[src/rtl/lbsd_pkg.sv]
package lbsd_pkg;

	typedef struct packed {
		logic        active;
		logic        found;
		logic [15:0] least;
	} tok_t;

	typedef struct packed {
		logic [16:0] elapsed;
		logic [15:0] dur;
		logic        load;
		logic        excl_valid;
	} bcast_t;

endpackage

[src/rtl/lbsd_cell.sv]
module lbsd_cell import lbsd_pkg::*; #(
	parameter int INDEX = 0,
	parameter int IDX_W = 4,
	parameter int CNT_W = 5
) (
	input  logic             clk,
	input  logic             arst_n,
	input  tok_t             tok_in,
	input  logic [IDX_W-1:0] idx_in,
	input  bcast_t           bc,
	input  logic [IDX_W-1:0] excl_idx,
	input  logic [IDX_W-1:0] load_idx,
	input  logic [CNT_W-1:0] n_eff,
	output tok_t             tok_out,
	output logic [IDX_W-1:0] idx_out
);

	logic [15:0]      busy_q;
	logic [15:0]      busy_nxt;
	logic [15:0]      dec;
	logic [15:0]      post;
	logic             in_range;
	logic             excluded;
	logic             visit;
	logic             take;
	logic             tok_act_q;
	tok_t             tok_nxt;
	logic [IDX_W-1:0] idx_nxt;
	tok_t             tok_pl_q;
	logic [IDX_W-1:0] idx_q;

	always_comb begin
		in_range = CNT_W'(INDEX) < n_eff;
		excluded = bc.excl_valid && (excl_idx == IDX_W'(INDEX));
		visit    = tok_in.active && in_range;
		dec      = ({1'b0, busy_q} <= bc.elapsed) ? 16'd0 : (busy_q - bc.elapsed[15:0]);
		post     = excluded ? busy_q : dec;
		take     = visit && (busy_q == 16'd0) && !tok_in.found;

		if (bc.load && (load_idx == IDX_W'(INDEX))) begin
			busy_nxt = bc.dur;
		end else if (take) begin
			busy_nxt = bc.dur;
		end else if (visit && (busy_q != 16'd0)) begin
			busy_nxt = post;
		end else begin
			busy_nxt = busy_q;
		end

		tok_nxt = tok_in;
		idx_nxt = idx_in;
		if (visit) begin
			if (busy_q == 16'd0) begin
				if (!tok_in.found) begin
					tok_nxt.found = 1'b1;
					idx_nxt       = IDX_W'(INDEX);
				end
			end else if (!tok_in.found && ((INDEX == 0) || (post < tok_in.least))) begin
				tok_nxt.least = post;
				idx_nxt       = IDX_W'(INDEX);
			end
		end
	end

	always_ff @(posedge clk or negedge arst_n) begin
		if (!arst_n) begin
			busy_q    <= 16'd0;
			tok_act_q <= 1'b0;
		end else begin
			busy_q    <= busy_nxt;
			tok_act_q <= tok_in.active;
		end
	end

	always_ff @(posedge clk) begin
		tok_pl_q <= tok_nxt;
		idx_q    <= idx_nxt;
	end

	always_comb begin
		tok_out        = tok_pl_q;
		tok_out.active = tok_act_q;
		idx_out        = idx_q;
	end

endmodule

[src/rtl/least_busy_server_dispatcher_core.sv]
// channel | direction | handshake          | payload
// cfg     | in        | cfg_we             | cfg_wdata (server_count)
// in      | in        | in_valid/in_ready  | request_tag, gap, duration
// out     | out       | out_valid/out_ready| tag_out, server, start_time, delay
//
// one transaction at a time
// the scan token walks the cell chain one cell per cycle
// arst_n clears all busy times, both clocks and the exclusion at once
// a stalled out channel holds the finished result in the out register;
// the next transaction is taken meanwhile and waits only at its own result step
module least_busy_server_dispatcher_core import lbsd_pkg::*; #(
	parameter int MAX_SERVERS = 16
) (
	input  logic        clk,
	input  logic        arst_n,
	input  logic        cfg_we,
	input  logic [4:0]  cfg_wdata,
	input  logic        in_valid,
	output logic        in_ready,
	input  logic [15:0] request_tag,
	input  logic [15:0] gap,
	input  logic [15:0] duration,
	output logic        out_valid,
	input  logic        out_ready,
	output logic [15:0] tag_out,
	output logic [3:0]  server,
	output logic [31:0] start_time,
	output logic [31:0] delay
);

	localparam int IDX_W = (MAX_SERVERS > 1) ? $clog2(MAX_SERVERS) : 1;
	localparam int CNT_W = ($clog2(MAX_SERVERS + 1) > 5) ? $clog2(MAX_SERVERS + 1) : 5;

	localparam logic [2:0] ST_IDLE  = 3'd0;
	localparam logic [2:0] ST_IDEAL = 3'd1;
	localparam logic [2:0] ST_ACT   = 3'd2;
	localparam logic [2:0] ST_ELAP  = 3'd3;
	localparam logic [2:0] ST_SCAN  = 3'd4;
	localparam logic [2:0] ST_FIN   = 3'd5;
	localparam logic [2:0] ST_RES   = 3'd6;

	function automatic logic [31:0] sat_add32(input logic [31:0] a, input logic [31:0] b);
		logic [32:0] s;
		s = {1'b0, a} + {1'b0, b};
		return s[32] ? 32'hFFFF_FFFF : s[31:0];
	endfunction

	logic [2:0]       state_q;
	logic [4:0]       sc_q;
	logic [15:0]      tag_q;
	logic [15:0]      gap_q;
	logic [15:0]      dur_q;
	logic [31:0]      ideal_q;
	logic [31:0]      actual_q;
	logic [31:0]      prev_q;
	logic             found_last_q;
	logic             excl_valid_q;
	logic [IDX_W-1:0] excl_idx_q;
	logic             seed_q;
	logic [16:0]      elapsed_q;
	logic             fnd_q;
	logic [15:0]      least_q;
	logic [IDX_W-1:0] chosen_q;
	logic             load_q;
	logic             out_valid_q;
	logic [15:0]      tag_out_q;
	logic [3:0]       server_q;
	logic [31:0]      start_q;
	logic [31:0]      delay_q;

	logic [CNT_W-1:0] sc_w;
	logic [CNT_W-1:0] n_eff;
	logic [31:0]      diff;
	logic [IDX_W+3:0] srv_w;
	logic             res_fire;
	bcast_t           bc;
	tok_t             tok_w [0:MAX_SERVERS];
	logic [IDX_W-1:0] idx_w [0:MAX_SERVERS];

	always_comb begin
		sc_w = CNT_W'(sc_q);
		if (sc_w == '0) begin
			n_eff = CNT_W'(1);
		end else if (sc_w > CNT_W'(MAX_SERVERS)) begin
			n_eff = CNT_W'(MAX_SERVERS);
		end else begin
			n_eff = sc_w;
		end
		diff          = actual_q - prev_q;
		srv_w         = {4'b0000, chosen_q};
		res_fire      = (state_q == ST_RES) && (!out_valid_q || out_ready);
		bc.elapsed    = elapsed_q;
		bc.dur        = dur_q;
		bc.load       = load_q;
		bc.excl_valid = excl_valid_q;
	end

	assign tok_w[0].active = seed_q;
	assign tok_w[0].found  = 1'b0;
	assign tok_w[0].least  = 16'd0;
	assign idx_w[0]        = '0;

	// server chain
	for (genvar g = 0; g < MAX_SERVERS; g++) begin : g_cell
		lbsd_cell #(
			.INDEX(g),
			.IDX_W(IDX_W),
			.CNT_W(CNT_W)
		) u_cell (
			.clk     (clk),
			.arst_n  (arst_n),
			.tok_in  (tok_w[g]),
			.idx_in  (idx_w[g]),
			.bc      (bc),
			.excl_idx(excl_idx_q),
			.load_idx(chosen_q),
			.n_eff   (n_eff),
			.tok_out (tok_w[g+1]),
			.idx_out (idx_w[g+1])
		);
	end

	always_ff @(posedge clk or negedge arst_n) begin
		if (!arst_n) begin
			state_q      <= ST_IDLE;
			sc_q         <= 5'd16;
			ideal_q      <= 32'd0;
			actual_q     <= 32'd0;
			prev_q       <= 32'd0;
			found_last_q <= 1'b1;
			excl_valid_q <= 1'b0;
			excl_idx_q   <= '0;
			seed_q       <= 1'b0;
			load_q       <= 1'b0;
			out_valid_q  <= 1'b0;
		end else begin
			seed_q <= (state_q == ST_ELAP);
			load_q <= (state_q == ST_FIN) && !fnd_q;
			if (cfg_we) begin
				sc_q <= cfg_wdata;
			end
			if (res_fire) begin
				out_valid_q <= 1'b1;
			end else if (out_valid_q && out_ready) begin
				out_valid_q <= 1'b0;
			end
			unique case (state_q)
				ST_IDLE: begin
					if (in_valid) begin
						state_q <= ST_IDEAL;
					end
				end
				ST_IDEAL: begin
					ideal_q <= sat_add32(ideal_q, {16'd0, gap_q});
					state_q <= ST_ACT;
				end
				ST_ACT: begin
					if (found_last_q) begin
						actual_q <= sat_add32(actual_q, {16'd0, gap_q});
					end else if (ideal_q > actual_q) begin
						actual_q <= ideal_q;
					end
					state_q <= ST_ELAP;
				end
				ST_ELAP: begin
					prev_q  <= actual_q;
					state_q <= ST_SCAN;
				end
				ST_SCAN: begin
					if (tok_w[MAX_SERVERS].active) begin
						state_q <= ST_FIN;
					end
				end
				ST_FIN: begin
					found_last_q <= fnd_q;
					if (!fnd_q) begin
						actual_q     <= sat_add32(actual_q, {16'd0, least_q});
						excl_valid_q <= 1'b1;
						excl_idx_q   <= chosen_q;
					end else begin
						excl_valid_q <= 1'b0;
					end
					state_q <= ST_RES;
				end
				ST_RES: begin
					if (res_fire) begin
						state_q <= ST_IDLE;
					end
				end
				default: begin
					state_q <= ST_IDLE;
				end
			endcase
		end
	end

	always_ff @(posedge clk) begin
		if (state_q == ST_IDLE && in_valid) begin
			tag_q <= request_tag;
			gap_q <= gap;
			dur_q <= duration;
		end
		if (state_q == ST_ELAP) begin
			elapsed_q <= (diff[31:16] != 16'd0) ? 17'h10000 : {1'b0, diff[15:0]};
		end
		if (state_q == ST_SCAN && tok_w[MAX_SERVERS].active) begin
			fnd_q    <= tok_w[MAX_SERVERS].found;
			least_q  <= tok_w[MAX_SERVERS].least;
			chosen_q <= idx_w[MAX_SERVERS];
		end
		if (res_fire) begin
			tag_out_q <= tag_q;
			server_q  <= srv_w[3:0];
			start_q   <= actual_q;
			delay_q   <= (actual_q >= ideal_q) ? (actual_q - ideal_q) : 32'd0;
		end
	end

	assign in_ready   = (state_q == ST_IDLE);
	assign out_valid  = out_valid_q;
	assign tag_out    = tag_out_q;
	assign server     = server_q;
	assign start_time = start_q;
	assign delay      = delay_q;

endmodule

[config.mk]
export PLATFORM = sky130hd
export DESIGN_NAME = least_busy_server_dispatcher_core
export DESIGN_NICKNAME = d
export VERILOG_FILES = /design/src/rtl/lbsd_pkg.sv /design/src/rtl/lbsd_cell.sv /design/src/rtl/least_busy_server_dispatcher_core.sv
export SDC_FILE = /design/constraint.sdc
export NUM_CORES = 2
export LEC_CHECK = 0
export BUFFER_PORTS_ARGS = -buffer_cell sky130_fd_sc_hd__buf_4
export CAP_MARGIN = 20
export CORE_ASPECT_RATIO = 1.4
export CORE_MARGIN = 1.5
export CORE_UTILIZATION = 61
export DETAILED_ROUTE_END_ITERATION = 6
export GPL_ROUTABILITY_DRIVEN = 0
export PLACE_DENSITY = 0.82
export SYNTH_ARGS = -nofsm -noshare
export SYNTH_HDL_FRONTEND = slang
export SYNTH_SLANG_ARGS = --single-unit
[constraint.sdc]
create_clock -name clk -period 8.5 [get_ports clk]
set_clock_uncertainty 0.15 [all_clocks]
set_input_delay 2.125 -clock clk [delete_from_list [all_inputs] [get_ports clk]]
set_output_delay 2.125 -clock clk [all_outputs]
set_load 0.01 [all_outputs]
==> impl_metrics.tcl <==
set metrics [dict create \
    holdCritPathClass "flip-flop to flip-flop" \
    num_vias 53500 \
    clk_path_buf_depth 3 \
    syn2layout_area_growth_pct 10.1 \
    clkPwrFrac 0.195 \
    antenna_left 0 \
    critPathArrivalTime_ns 7.29 \
    synth_edf_count 170 \
    tightest_slew_ns 1.25 \
    hold_end "g_cell[9].u_cell.tok_act_q" \
    cts_hold_buf 0 \
    post-route-period-util 0.807 \
    internal-power_mw 12.1 \
    coreArea_um2 95400 \
    avgSynthCellArea_um2 9.05 \
    cap_violations 0 \
    initial_core_util 0.617 \
    drive_gt1_frac 0.108 \
    crit_type "flip-flop to flip-flop" \
    synth.distinct_cells 90 \
    ys.flop_type "dfrtp_1" \
    ys_ff_latch 876 \
    reg2reg_depth 21 \
    die_width_um 266 \
    hold_viol 0 \
    grt_pass1_wl_mm 297 \
    syn_area_um2 58900 \
    place_inst 7736 \
    async_flop_share 0.439 \
    violations "design-rule violations" \
    synth.area.top_cells "dfrtp_1 (16%), ha_1 (13%), dfxtp_1 (11%)" \
    seqPwrFrac 0.296 \
    clk_latency_ns 0.71 \
    rr_endpoint "g_cell[9].u_cell.tok_out[5]" \
    cts_tree "yes" \
    pre_cts_ws_ns 2.04 \
    fin_nets 7283 \
    power_density_nw_per_um2 336 \
    yosysSeqAreaShare 0.360 \
    worst_r2r_startpoint "elapsed_q[0]" \
    wl_mm 195 \
    hpwl_mm 138 \
    cts_sinks 876 \
    drv_slew 0 \
    worstHoldStart "g_cell[8].u_cell.tok_act_q" \
    comb_power_share 0.509 \
    fin_util 0.679 \
    switching_share 0.442 \
    status "finished with violations" \
    cp_max_fo 16 \
    synthCells 6505 \
    p_leak_nw 29.1 \
    ctsResizeCount 0 \
    antenna_found_initial 6 \
    switchingPower_mw 9.60 \
    synth_commonest_cells "nand2_1 (642), ha_1 (592), o21ai_0 (493)" \
    min_path_cells 0 \
    synth_top_area_share 0.163 \
    setup_viol 0 \
    die-area_um2 98400 \
    cts-buffers-inserted 87 \
    ys_warn_count 0 \
    fmax_mhz 146 \
    final_area_um2 64800 \
    synthesis.nets 7176 \
    clock_tree.root_cell "clkbuf_16" \
    cts.htree.levels 3 \
    die-height_um 371 \
    yosys.area.top_type "dfrtp_1" \
    placed_area_um2 61500 \
    fin_hold_ws_ns 0.214 \
    cts_setup_buffers 0 \
    std_cell_rows 134 \
    yosysMostFrequentCell "nand2_1" \
    timing.critical_path.to_type "flip-flop" \
    grt_pass1_vias 52700 \
    rsz0062_at_grt "no" \
    tns_ns 0 \
    worst_slack_ns 1.64 \
    drcViolationCount 7 \
    peakVddDrop_v 0.000307 \
    dr.pass1.iters 7 \
    min_period_ns 6.86 \
    grt_overflow 0 \
    io_buffers 143 \
    grt_usage 0.392 \
    io_pins 144 \
    total_power_mw 21.7 \
    relSlewSlack 0.166 \
    vias_per_cell 6.76 \
    first_iter_violations 5204 \
    startpoint_type "flip-flop" \
    required_ns 8.93 \
    routedWlPerCell_um 24.7 \
    fin_cells 7916 \
    clk_pin_slew_worst_paths_ns 0.07 \
    grt_start_max_net_pins 154 \
    reg2reg_setup_slack_ns 1.64 \
]
routing by layer:
metal  vias to the layer above  global-route usage  share of wire
met1                     25200               0.413           0.33
met4                         6               0.407           0.12
met3                      1199              0.0832          0.092
li1                      24000                   -              -
met2                      3072               0.634           0.45
met5                         -             0.00147        0.00020
how the worst max path moves through the flow:
stage	start	end	cells past startpoint
floorplan	out_ready	delay[0]	3
global placement	elapsed_q[3]	g_cell[8].u_cell.tok_out[5]	19
global route	elapsed_q[1]	g_cell[14].u_cell.tok_out[1]	20
detailed placement	elapsed_q[1]	g_cell[14].u_cell.tok_out[1]	20
CTS	elapsed_q[1]	g_cell[14].u_cell.tok_out[1]	20
finish	elapsed_q[0]	g_cell[9].u_cell.tok_out[5]	21
final cells by class:
cell class | count | area [µm²]
antenna | 5 | 12.5
clock buffer | 117 | 2590
clock inverter | 47 | 537
fill | 7146 | 30600
inverter | 433 | 1630
multi-input combinational | 4954 | 35200
sequential | 876 | 21200
tap | 1224 | 1530
timing repair buffer | 260 | 2070
cells in the final DEF (no fill, tap or decap), types with 179 or more instances in the layout:
cell / n
mux2_2: 209
ha_1: 592
a21oi_1: 387
dfxtp_1: 321
dfrtp_1: 383
inv_1: 431
nand2_1: 642
nor2_1: 488
buf_4: 245
a21o_1: 179
o21ai_0: 491
power by group through the flow:
stage          registers, mW  logic, mW  clock network [mW]
5_1_grt                 6.50       12.1                4.42
6_report                6.42       11.1                4.25
3_5_place_dp            6.42       10.6                   0
4_1_cts                 6.36       10.7                4.26
2_1_floorplan           5.97       8.14                   0
3_3_place_gp            6.41       10.3                   0
critical path, cell delays in order (launching register included):
cell       delay (ns)
edfxtp_1         0.49
buf_4            0.47
ha_1             0.25
inv_1            0.05
fa_1             0.40
a21oi_1          0.21
o21ai_0          0.16
a2111oi_0        0.69
nor3_1           0.22
a41o_1           0.32
or4_1            0.40
a31oi_1          0.21
xor2_1           0.08
o21ai_0          0.34
ha_1             0.33
a21o_1           0.16
a21oi_1          0.12
o21ai_0          0.25
a21oi_1          0.20
o41ai_1          0.12
or3_1            0.68
mux2_2           0.40
logic make-up (layout without fill, tap and decap cells):
group	Yosys count	count (layout)	synth area share
muxes	313	313	0.0586
xor gates and xnor gates	279	279	0.0415
buffers and inverters	675	857	0.0438
adders and majority gates	613	613	0.133
AOI/OAI and AO/OA	1875	1875	0.214
and+or+nand+nor	1874	1874	0.150
DFF	876	876	0.360
other	0	5	0
flip-flops by register name, indices dropped and copies added (netlist names), 17 cells and up:
register               flops
prev_q                    32
g_cell.u_cell.tok_out    272
actual_q                  32
g_cell.u_cell.busy_q     256
ideal_q                   32
delay                     32
g_cell.u_cell.idx_out     49
elapsed_q                 17
start_time                32
No activity file was read; power rests on OpenSTA's default activity.
